==> src/rtl/crp_pkg.sv <==
// Shared types and constants for the clock page replacement block.
package crp_pkg;

  localparam int unsigned PAGE_W  = 16;
  localparam int unsigned FIDX_W  = 8;

  // Contents of one frame slot in the ring.
  typedef struct packed {
    logic              valid;
    logic [PAGE_W-1:0] page;
    logic              use_bit;
  } frame_t;

  // Per-cycle command broadcast to every cell.
  typedef struct packed {
    logic shift;    // every cell loads its neighbor's slot
    logic set_use;  // the matching cell sets its use bit
  } cell_ctrl_t;

  typedef enum logic [1:0] {
    S_IDLE,
    S_LOOK,
    S_SWEEP
  } state_e;

endpackage

==> src/rtl/crp_cell.sv <==
// One frame slot of the rotating ring with its own page comparator.
module crp_cell #(
  parameter int unsigned IW = 8,
  parameter logic [IW-1:0] ID_RST = '0
) (
  input  logic                        clk_i,
  input  logic                        rst_ni,
  input  crp_pkg::cell_ctrl_t         ctrl_i,
  input  logic [crp_pkg::PAGE_W-1:0]  page_i,
  input  crp_pkg::frame_t             nxt_i,
  input  logic [IW-1:0]               nxt_id_i,
  output crp_pkg::frame_t             frm_o,
  output logic [IW-1:0]               id_o,
  output logic                        match_o
);
  import crp_pkg::*;

  frame_t        frm_q;
  logic [IW-1:0] id_q;
  logic          match_q;

  always_ff @(posedge clk_i or negedge rst_ni) begin
    if (!rst_ni) begin
      frm_q   <= '0;
      id_q    <= ID_RST;
      match_q <= 1'b0;
    end else begin
      match_q <= frm_q.valid && (frm_q.page == page_i);
      if (ctrl_i.shift) begin
        frm_q <= nxt_i;
        id_q  <= nxt_id_i;
      end else if (ctrl_i.set_use && match_q) begin
        frm_q.use_bit <= 1'b1;
      end
    end
  end

  assign frm_o   = frm_q;
  assign id_o    = id_q;
  assign match_o = match_q;

endmodule

==> config.mk <==
export PLATFORM = sky130hd
export DESIGN_NAME = crp_cell
export DESIGN_NICKNAME = d
export VERILOG_FILES = /design/src/rtl/crp_pkg.sv /design/src/rtl/crp_cell.sv
export SDC_FILE = /design/constraint.sdc
export NUM_CORES = 1
export LEC_CHECK = 0
export ABC_AREA = 0
export BUFFER_PORTS_ARGS = -buffer_cell sky130_fd_sc_hd__buf_2
export CAP_MARGIN = 5
export CORE_MARGIN = 2
export CORE_UTILIZATION = 42
export DETAILED_ROUTE_END_ITERATION = 16
export HOLD_SLACK_MARGIN = 0.05
export PLACE_DENSITY = 0.88
export SYNTH_ARGS = -nofsm -noshare
export SYNTH_HDL_FRONTEND = slang
export SYNTH_SLANG_ARGS = --single-unit
export TNS_END_PERCENT = 1
==> constraint.sdc <==
create_clock -name clk_i -period 1.55 [get_ports clk_i]
set_input_delay 0.31 -clock clk_i [delete_from_list [all_inputs] [get_ports clk_i]]
set_output_delay 0.31 -clock clk_i [all_outputs]
set_load 0.1 [all_outputs]
==> impl_metrics.yaml, run 1 <==
status:
  status: "finished clean"
setup_path:
  cell_chain_critical_path: "buf_2"
  crit_slowest_cell: "sky130_fd_sc_hd__buf_2"
  cpPeakStageDelay_ns: 0.44
  path_delay_family: "buffers and inverters"
  crit_cells: 1
  cp-startpoint: "frm_o[10]"
  critical_path_buf_inv_count: 1
  start_kind: "flop"
  crit-reg2reg-launch: "frm_o[14]"
  worst-path-max-fanout: 3
  endpoint: "frm_o[10]"
  worst-r2r-cell-count: 4
  critical_path_arrival_ns: 1.16
  crit_required_ns: 1.24
  timing.setup.critical_path_class: "reg -> out"
  worstSetupEndpointType: "primary output"
  rr_endpoint: "match_o"
  reg2reg_slack_ns: 0.19
final_layout:
  final_cell_mix: "72 x sky130_fd_sc_hd__buf_2, 25 x sky130_fd_sc_hd__mux2_2, 15 x sky130_fd_sc_hd__dfrtp_1"
  final_common_cell: "sky130_fd_sc_hd__buf_2"
  layout-area-overhead-vs-synth_pct: 39.0
  layout-drive-gt1-share_pct: 73.5
  num-nets-final: 202
  final_core_util_pct: 60.4
  antennaDiodeCount: 0
  layoutNonFillerInstCount: 186
clock_network:
  clk_root_buffer_cell: "sky130_fd_sc_hd__clkbuf_4"
  buffer_levels_on_the_longest_clock_path: 2
  cts.reportedPaths.clkPinSlew_ns: 0.14
  cts_setup_buffers: 0
  tritoncts.num_buffers: 3
  ctsResizeCount: 0
  holdBufCountCts: 1
  htreeDepth: 1
  clock_tree_from_tritoncts: "yes"
  cts_sinks: 27
  clock_latency_ns: 0.31
routing:
  finalWirelength_mm: 2.56
  dr.first_iter.drc_count: 13
  via_count: 923
  drt_drc_violations_left: 0
  avgViaCountPerCell: 4.96
  wl_per_cell_um: 13.7
  dr.pass1.iters: 2
  route.layer.met1.wl_um: 967
  route.top_layer_used: "met4"
  ant_nets: 0
  wl_met3_um: 178
  met2_wire_len_mm: 1.40
power:
  total_switching_power_w: 0.000866
  comb_power_share_pct: 42.0
  leakage_power_nw: 0.770
  cellInternalPower_w: 0.00107
  switching_power_share_of_the_total_pct: 44.8
  total_power_w: 0.00193
  ir_drop_uv: 844
  share_seq_of_total_power_pct: 42.9
  p_clk_share_pct: 15.1
  power_per_cell_area_nw_per_um2: 1190
floorplanning:
  num_io_pins: 73
  die_w_um: 56.7
  core.rowCount: 19
  die_ht_um: 56.7
  die_area_um2: 3220
  floorplan.initialDensity_pct: 43.5
  core-area_um2: 2690
sta:
  setup-tns-final_ns: 0
  timing_hold_violations_final: 0
  timing_max_transition_violations_final: 0
  max_clock_freq_ghz: 0.681
  min_period_over_period_pct: 94.8
  timing.slew.headroom_pct: 60.6
  clock_skew_ns: 0.00688
  rsz_0062_raised_after_global_routing: "false"
  finalSetupViolations: 0
  layout_min_cycle_time_ns: 1.47
  tightestPinTransition_ns: 0.591
synthesis:
  ys_ff_latch: 27
  post_synth_instance_area_um2: 1170
  yosysWarnings: 0
  syn_area_per_cell_um2: 14.6
  share_of_synthesized_cell_area_in_and_or_nand_and_nor_gates_pct: 3.86
  post_synth_inst_count: 80
  top_cell_type_by_total_area_after_synthesis: "sky130_fd_sc_hd__dfrtp_1"
  synthAdderAreaFrac_pct: 0
  post_synth_xor_area_fraction_pct: 12.0
  post_synth_num_cell_types: 11
  synth_top_cells_by_area: "sky130_fd_sc_hd__dfrtp_1 58%, sky130_fd_sc_hd__mux2_2 24%, sky130_fd_sc_hd__xnor2_1 9.0%"
  synth_sequential_area_ratio_pct: 57.9
  compound_cell_area_share_of_the_yosys_netlist_pct: 0.857
  synth_top_family_by_area: "multiplexers"
  synth_largest_type_area_fraction_pct: 57.9
  synth_nets: 126
  synth.mux.area_fraction_pct: 24.1
grt:
  grt_antenna_before_repair: 0
  grt_overflow: 0
  grt_usage_pct: 17.6
  maximum_number_of_pins_on_one_net_before_global_route_repair: 28
  first_global_vias: 1041
  grt_pass1_wl_mm: 4.42
place:
  dp_cells: 181
  gpl_congestion: 0.676
  portBuffers: 72
  detailedPlacementHpwl_mm: 2.11
worst_hold_path:
  worst_hold_path_type: "in -> reg"
  hold_path_depth: 2
job:
  drv.max_cap_violation_count: 0
==> worst min-delay path by stage <==
stage / from / to / slack (ns)
final: nxt_i[7] / frm_o[7] / 0.22
after global routing: nxt_id_i[5] / id_o[5] / 0.20
after CTS: nxt_i[9] / frm_o[9] / 0.20
after detailed placement: rst_ni / id_o[2] / 0.35
after global placement: rst_ni / id_o[0] / 0.33
after floorplan: rst_ni / frm_o[0] / 0.01
==> metrics by stage <==
step / instance area (µm²) / hold WS, ns / setup WS (ns)
3_5_place_dp: 1590 / 0.349 / 0.180
5_1_grt: 1620 / 0.197 / 0.0198
4_1_cts: 1620 / 0.202 / 0.0616
2_1_floorplan: 1180 / 0.0144 / 0.0203
6_report: 1620 / 0.217 / 0.0807
3_3_place_gp: 1590 / 0.331 / 0.277
==> layer usage <==
metal	GRT usage [%]	up-vias
li1	-	428
met1	20.3	450
met2	32.7	43
met3	3.23	2
met4	5.10	0
met5	0	-
==> power groups by stage <==
| stage | Combinational (W) | Clock, W | Sequential [W] |
|---|---|---|---|
| 6_report | 0.000812 | 0.000291 | 0.000829 |
| 5_1_grt | 0.000842 | 0.000339 | 0.000842 |
| 4_1_cts | 0.000819 | 0.000311 | 0.000831 |
| 3_5_place_dp | 0.000817 | 0 | 0.000845 |
| 3_3_place_gp | 0.000806 | 0 | 0.000835 |
| 2_1_floorplan | 0.000136 | 0 | 0.00134 |
==> cell families (layout without fill, tap and decap cells) <==
kind of cell	Yosys count	after routing
flops	27	27
mux	25	25
xor+xnor	16	16
simple gates	7	7
buf+inv	3	78
compound gates	2	2
==> cell usage after synthesis, drive strengths merged <==
master and instances:
nand4 3, mux2 25, xnor2 12, nand2 2
a21oi 1, buf 3, dfrtp 27, nor4 2
xor2 4, o21ai 1
==> sequential cells by signal (all words and copies together) (netlist names) <==
name and count:
frm_o 18, match_o 1, id_o 8
==> area by class of cell <==
| cell class | instances | area [µm²] |
|---|---|---|
| tap | 31 | 38.8 |
| sequential | 27 | 691 |
| multi-input combinational | 50 | 477 |
| clock buffer | 4 | 26.3 |
| fill | 241 | 1060 |
| timing repair buffer | 74 | 390 |
Power figures use the tool's default switching activity.
==> run 2: changes to the inputs <==
- CTS_BUF_LIST: not set -> sky130_fd_sc_hd__clkbuf_8 sky130_fd_sc_hd__clkbuf_16
==> impl_metrics.yaml, run 2 (synthesis results as in run 1) <==
floorplanning:
  core.rowCount: 19
  core-area_um2: 2690
  die_w_um: 56.7
  die_area_um2: 3220
  die_ht_um: 56.7
  floorplan.initialDensity_pct: 43.5
  num_io_pins: 73
routing:
  dr.first_iter.drc_count: 12
  finalWirelength_mm: 2.59
  dr.pass1.iters: 2
  via_count: 911
  wl_per_cell_um: 14.0
  drt_drc_violations_left: 0
  ant_nets: 0
  avgViaCountPerCell: 4.92
setup_path:
  worstSetupEndpointType: "primary output"
  critical_path_buf_inv_count: 1
  cpPeakStageDelay_ns: 0.44
  crit_slowest_cell: "sky130_fd_sc_hd__buf_2"
  cp-startpoint: "frm_o[10]"
  cell_chain_critical_path: "buf_2"
  reg2reg_slack_ns: 0.20
  rr_endpoint: "match_o"
  timing.setup.critical_path_class: "reg -> out"
  worst-r2r-cell-count: 4
  start_kind: "flop"
  worst-path-max-fanout: 3
  path_delay_family: "buffers and inverters"
  crit-reg2reg-launch: "frm_o[14]"
  critical_path_arrival_ns: 1.09
  crit_required_ns: 1.24
sta:
  rsz_0062_raised_after_global_routing: "false"
  max_clock_freq_ghz: 0.712
  tightestPinTransition_ns: 0.593
  layout_min_cycle_time_ns: 1.40
  timing.slew.headroom_pct: 60.5
  timing_max_transition_violations_final: 0
  min_period_over_period_pct: 90.6
  timing_hold_violations_final: 0
  setup-tns-final_ns: 0
  finalSetupViolations: 0
  final.hold.worst_slack_ns: 0.0395
  clock_skew_ns: 0.00737
clock_network:
  cts_sinks: 27
  cts.reportedPaths.clkPinSlew_ns: 0.09
  ctsResizeCount: 0
  cts_setup_buffers: 0
  clk_root_buffer_cell: "sky130_fd_sc_hd__clkbuf_8"
  htreeDepth: 1
  tritoncts.num_buffers: 3
  holdBufCountCts: 0
  clock_latency_ns: 0.26
  buffer_levels_on_the_longest_clock_path: 2
  clock_tree_from_tritoncts: "yes"
power:
  ir_drop_uv: 812
  total_switching_power_w: 0.000877
  share_seq_of_total_power_pct: 41.1
  p_clk_share_pct: 18.8
  switching_power_share_of_the_total_pct: 43.5
  leakage_power_nw: 0.778
  comb_power_share_pct: 40.2
  cellInternalPower_w: 0.00114
  power_per_cell_area_nw_per_um2: 1240
final_layout:
  layout-area-overhead-vs-synth_pct: 39.8
  final_cell_area_um2: 1630
  final_core_util_pct: 60.7
  num-nets-final: 201
  layoutNonFillerInstCount: 185
  layout-drive-gt1-share_pct: 74.0
  final_common_cell: "sky130_fd_sc_hd__buf_2"
  num-fill-cells: 241
  final_cell_mix: "72 x sky130_fd_sc_hd__buf_2, 25 x sky130_fd_sc_hd__mux2_2, 15 x sky130_fd_sc_hd__dfrtp_1"
  antennaDiodeCount: 0
  largest_register_ffs: 18
place:
  detailedPlacementHpwl_mm: 2.11
  dp_cells: 181
  portBuffers: 72
  postPlaceCellArea_um2: 1590
  gpl_congestion: 0.676
status:
  status: "finished clean"
job:
  drv.max_cap_violation_count: 0
grt:
  first_global_vias: 1044
  maximum_number_of_pins_on_one_net_before_global_route_repair: 28
  grt_antenna_before_repair: 0
  grt_overflow: 0
  grt_pass1_wl_mm: 4.42
  grt_usage_pct: 17.5
worst_hold_path:
  worst_hold_path_type: "in -> async"
[run 2: how the worst max path moves through the flow]
| stage | endpoint | slack [ns] | depth (start not counted) |
|---|---|---|---|
| after global routing | frm_o[10] | 0.1 | 1 |
| after detailed placement | match_o | 0.18 | 5 |
| after global placement | match_o | 0.28 | 5 |
| final | frm_o[10] | 0.15 | 1 |
| after floorplan | match_o | 0.02 | 3 |
| after CTS | frm_o[7] | 0.14 | 1 |
[run 2: final cells by class]
type | count | area [µm²] | share of cell area (%)
Clock buffer | 3 | 41.3 | 2.53
Clock inverter | 1 | 3.75 | 0.230
Multi-Input combinational cell | 50 | 477 | 29.2
Sequential cell | 27 | 691 | 42.3
Tap cell | 31 | 38.8 | 2.38
Timing Repair Buffer | 73 | 380 | 23.3
[run 2: power by group through the flow]
| stage | Clock (W) | Sequential, W | Combinational (W) |
|---|---|---|---|
| floorplan | 0 | 0.00134 | 0.000136 |
| global placement | 0 | 0.000835 | 0.000806 |
| detailed placement | 0 | 0.000845 | 0.000817 |
| CTS | 0.000396 | 0.000831 | 0.000818 |
| global route | 0.000426 | 0.000842 | 0.000840 |
| finish | 0.000379 | 0.000829 | 0.000811 |
[run 2: metal layers]
layer | wire length (µm) | global-route usage (%) | part of all wire [%] | vias to the layer above
met5 | 0 | 0 | 0 | -
met4 | 10 | 4.08 | 0.39 | 0
met3 | 191 | 3.23 | 7.4 | 2
met2 | 1410 | 33.1 | 54 | 43
met1 | 982 | 20.2 | 38 | 442
li1 | - | - | - | 424
[run 2: stage by stage]
stage	total power [W]	setup WS, ns
after global routing	0.00211	0.0977
after detailed placement	0.00166	0.180
after floorplan	0.00148	0.0203
after global placement	0.00164	0.277
final	0.00202	0.145
after CTS	0.00204	0.138
==> run 3: changes to the inputs <==
- GPL_TIMING_DRIVEN: not set -> 0
==> impl_metrics.yaml, run 3 (synthesis results as in run 1) <==
setup_path:
  crit_required_ns: 1.24
  cpPeakStageDelay_ns: 0.44
  timing.setup.critical_path_class: "reg -> out"
  critical_path_arrival_ns: 1.09
  path_delay_family: "buffers and inverters"
  crit_slowest_cell: "sky130_fd_sc_hd__buf_2"
  start_kind: "flop"
  worstSetupEndpointType: "primary output"
  worst-path-max-fanout: 3
  critical_path_buf_inv_count: 1
  cell_chain_critical_path: "buf_2"
  reg2reg_slack_ns: 0.22
clock_network:
  cts.reportedPaths.clkPinSlew_ns: 0.09
  tritoncts.num_buffers: 3
  ctsResizeCount: 0
  buffer_levels_on_the_longest_clock_path: 2
  clock_latency_ns: 0.26
  holdBufCountCts: 0
  clock_tree_from_tritoncts: "yes"
  clk_root_buffer_cell: "sky130_fd_sc_hd__clkbuf_8"
  htreeDepth: 1
  cts_sinks: 27
  cts_setup_buffers: 0
final_layout:
  largest_register_ffs: 18
  final_cell_area_um2: 1630
  num-nets-final: 202
  regArea_um2: 691
  final_cell_mix: "74 x sky130_fd_sc_hd__buf_2, 25 x sky130_fd_sc_hd__mux2_2, 15 x sky130_fd_sc_hd__dfrtp_1"
  final_common_cell: "sky130_fd_sc_hd__buf_2"
  layout-area-overhead-vs-synth_pct: 39.5
  layoutNonFillerInstCount: 186
  multi_input_comb_area_um2: 483
  layout-drive-gt1-share_pct: 75.5
  antennaDiodeCount: 0
  num-fill-cells: 231
floorplanning:
  core-area_um2: 2690
  die_ht_um: 56.7
  die_w_um: 56.7
  floorplan.initialDensity_pct: 43.5
  core.rowCount: 19
  die_area_um2: 3220
  num_io_pins: 73
sta:
  min_period_over_period_pct: 90.5
  timing_max_transition_violations_final: 0
  tightestPinTransition_ns: 0.576
  timing_hold_violations_final: 0
  finalSetupViolations: 0
  clock_skew_ns: 0.00230
  max_clock_freq_ghz: 0.713
  rsz_0062_raised_after_global_routing: "false"
  setup-tns-final_ns: 0
  layout_min_cycle_time_ns: 1.40
  timing.slew.headroom_pct: 61.6
grt:
  grt_overflow: 0
  maximum_number_of_pins_on_one_net_before_global_route_repair: 28
  grt_usage_pct: 16.5
  first_global_vias: 968
  grt_antenna_before_repair: 0
  grt_pass1_wl_mm: 4.11
routing:
  drt_drc_violations_left: 0
  finalWirelength_mm: 2.51
  dr.pass1.iters: 3
  wl_per_cell_um: 13.5
  dr.first_iter.drc_count: 14
  ant_nets: 0
  via_count: 892
  avgViaCountPerCell: 4.80
power:
  cellInternalPower_w: 0.00114
  switching_power_share_of_the_total_pct: 43.5
  total_switching_power_w: 0.000880
  power_per_cell_area_nw_per_um2: 1240
  comb_power_share_pct: 40.0
  p_clk_share_pct: 19.0
  ir_drop_uv: 848
  share_seq_of_total_power_pct: 41.0
  leakage_power_nw: 0.775
place:
  gpl_congestion: 0.650
  dp_cells: 182
  portBuffers: 71
  postPlaceCellArea_um2: 1580
worst_hold_path:
  worst_hold_path_type: "in -> async"
job:
  drv.max_cap_violation_count: 0
status:
  status: "finished clean"
run 3: metrics by stage:
stage | utilization, % | hold slack (ns) | setup WS, ns | power [W]
final | 60.6 | 0.0341 | 0.148 | 0.00202
after global placement | 58.7 | 0.333 | 0.163 | 0.00163
after detailed placement | 58.7 | 0.351 | 0.135 | 0.00166
after CTS | 60.4 | 0.0538 | 0.128 | 0.00204
after floorplan | - | 0.0144 | 0.0203 | 0.00148
after global routing | 60.6 | 0.0817 | 0.0337 | 0.00211
run 3: path summary, 6_finish.rpt:
check	from	to	depth (start not counted)
hold / removal	rst_ni	id_o[5]	1
setup reg to reg	frm_o[14]	match_o	4
min in group clk_i	nxt_i[0]	frm_o[0]	3
max in group asynchronous	rst_ni	frm_o[8]	1
hold reg to reg	id_o[7]	id_o[7]	1
setup / recovery	frm_o[7]	frm_o[7]	1
run 3: power by group through the flow:
| stage | clock network, W | registers, W | logic, W |
|---|---|---|---|
| 4_1_cts | 0.000400 | 0.000830 | 0.000812 |
| 5_1_grt | 0.000426 | 0.000840 | 0.000842 |
| 3_3_place_gp | 0 | 0.000836 | 0.000798 |
| 6_report | 0.000384 | 0.000828 | 0.000809 |
| 2_1_floorplan | 0 | 0.00134 | 0.000136 |
| 3_5_place_dp | 0 | 0.000844 | 0.000811 |
run 3: final cells by class:
class                   instances  share of cell area (%)
multi-input cells              50                    29.6
clock buffers                   3                    2.53
clock inverters                 1                   0.307
flip-flops and latches         27                    42.4
repair buffers                 71                    21.8
plain buffers                   3                   0.922
well taps                      31                    2.38
run 3: per-layer routing:
layer	global-route usage [%]	wire length (µm)	up-vias	part of all wire, %
met1	19.8	964	419	38
li1	-	-	428	-
met5	0	0	-	0
met3	4.61	214	2	8.5
met2	28.4	1310	43	52
met4	5.10	19	0	0.76
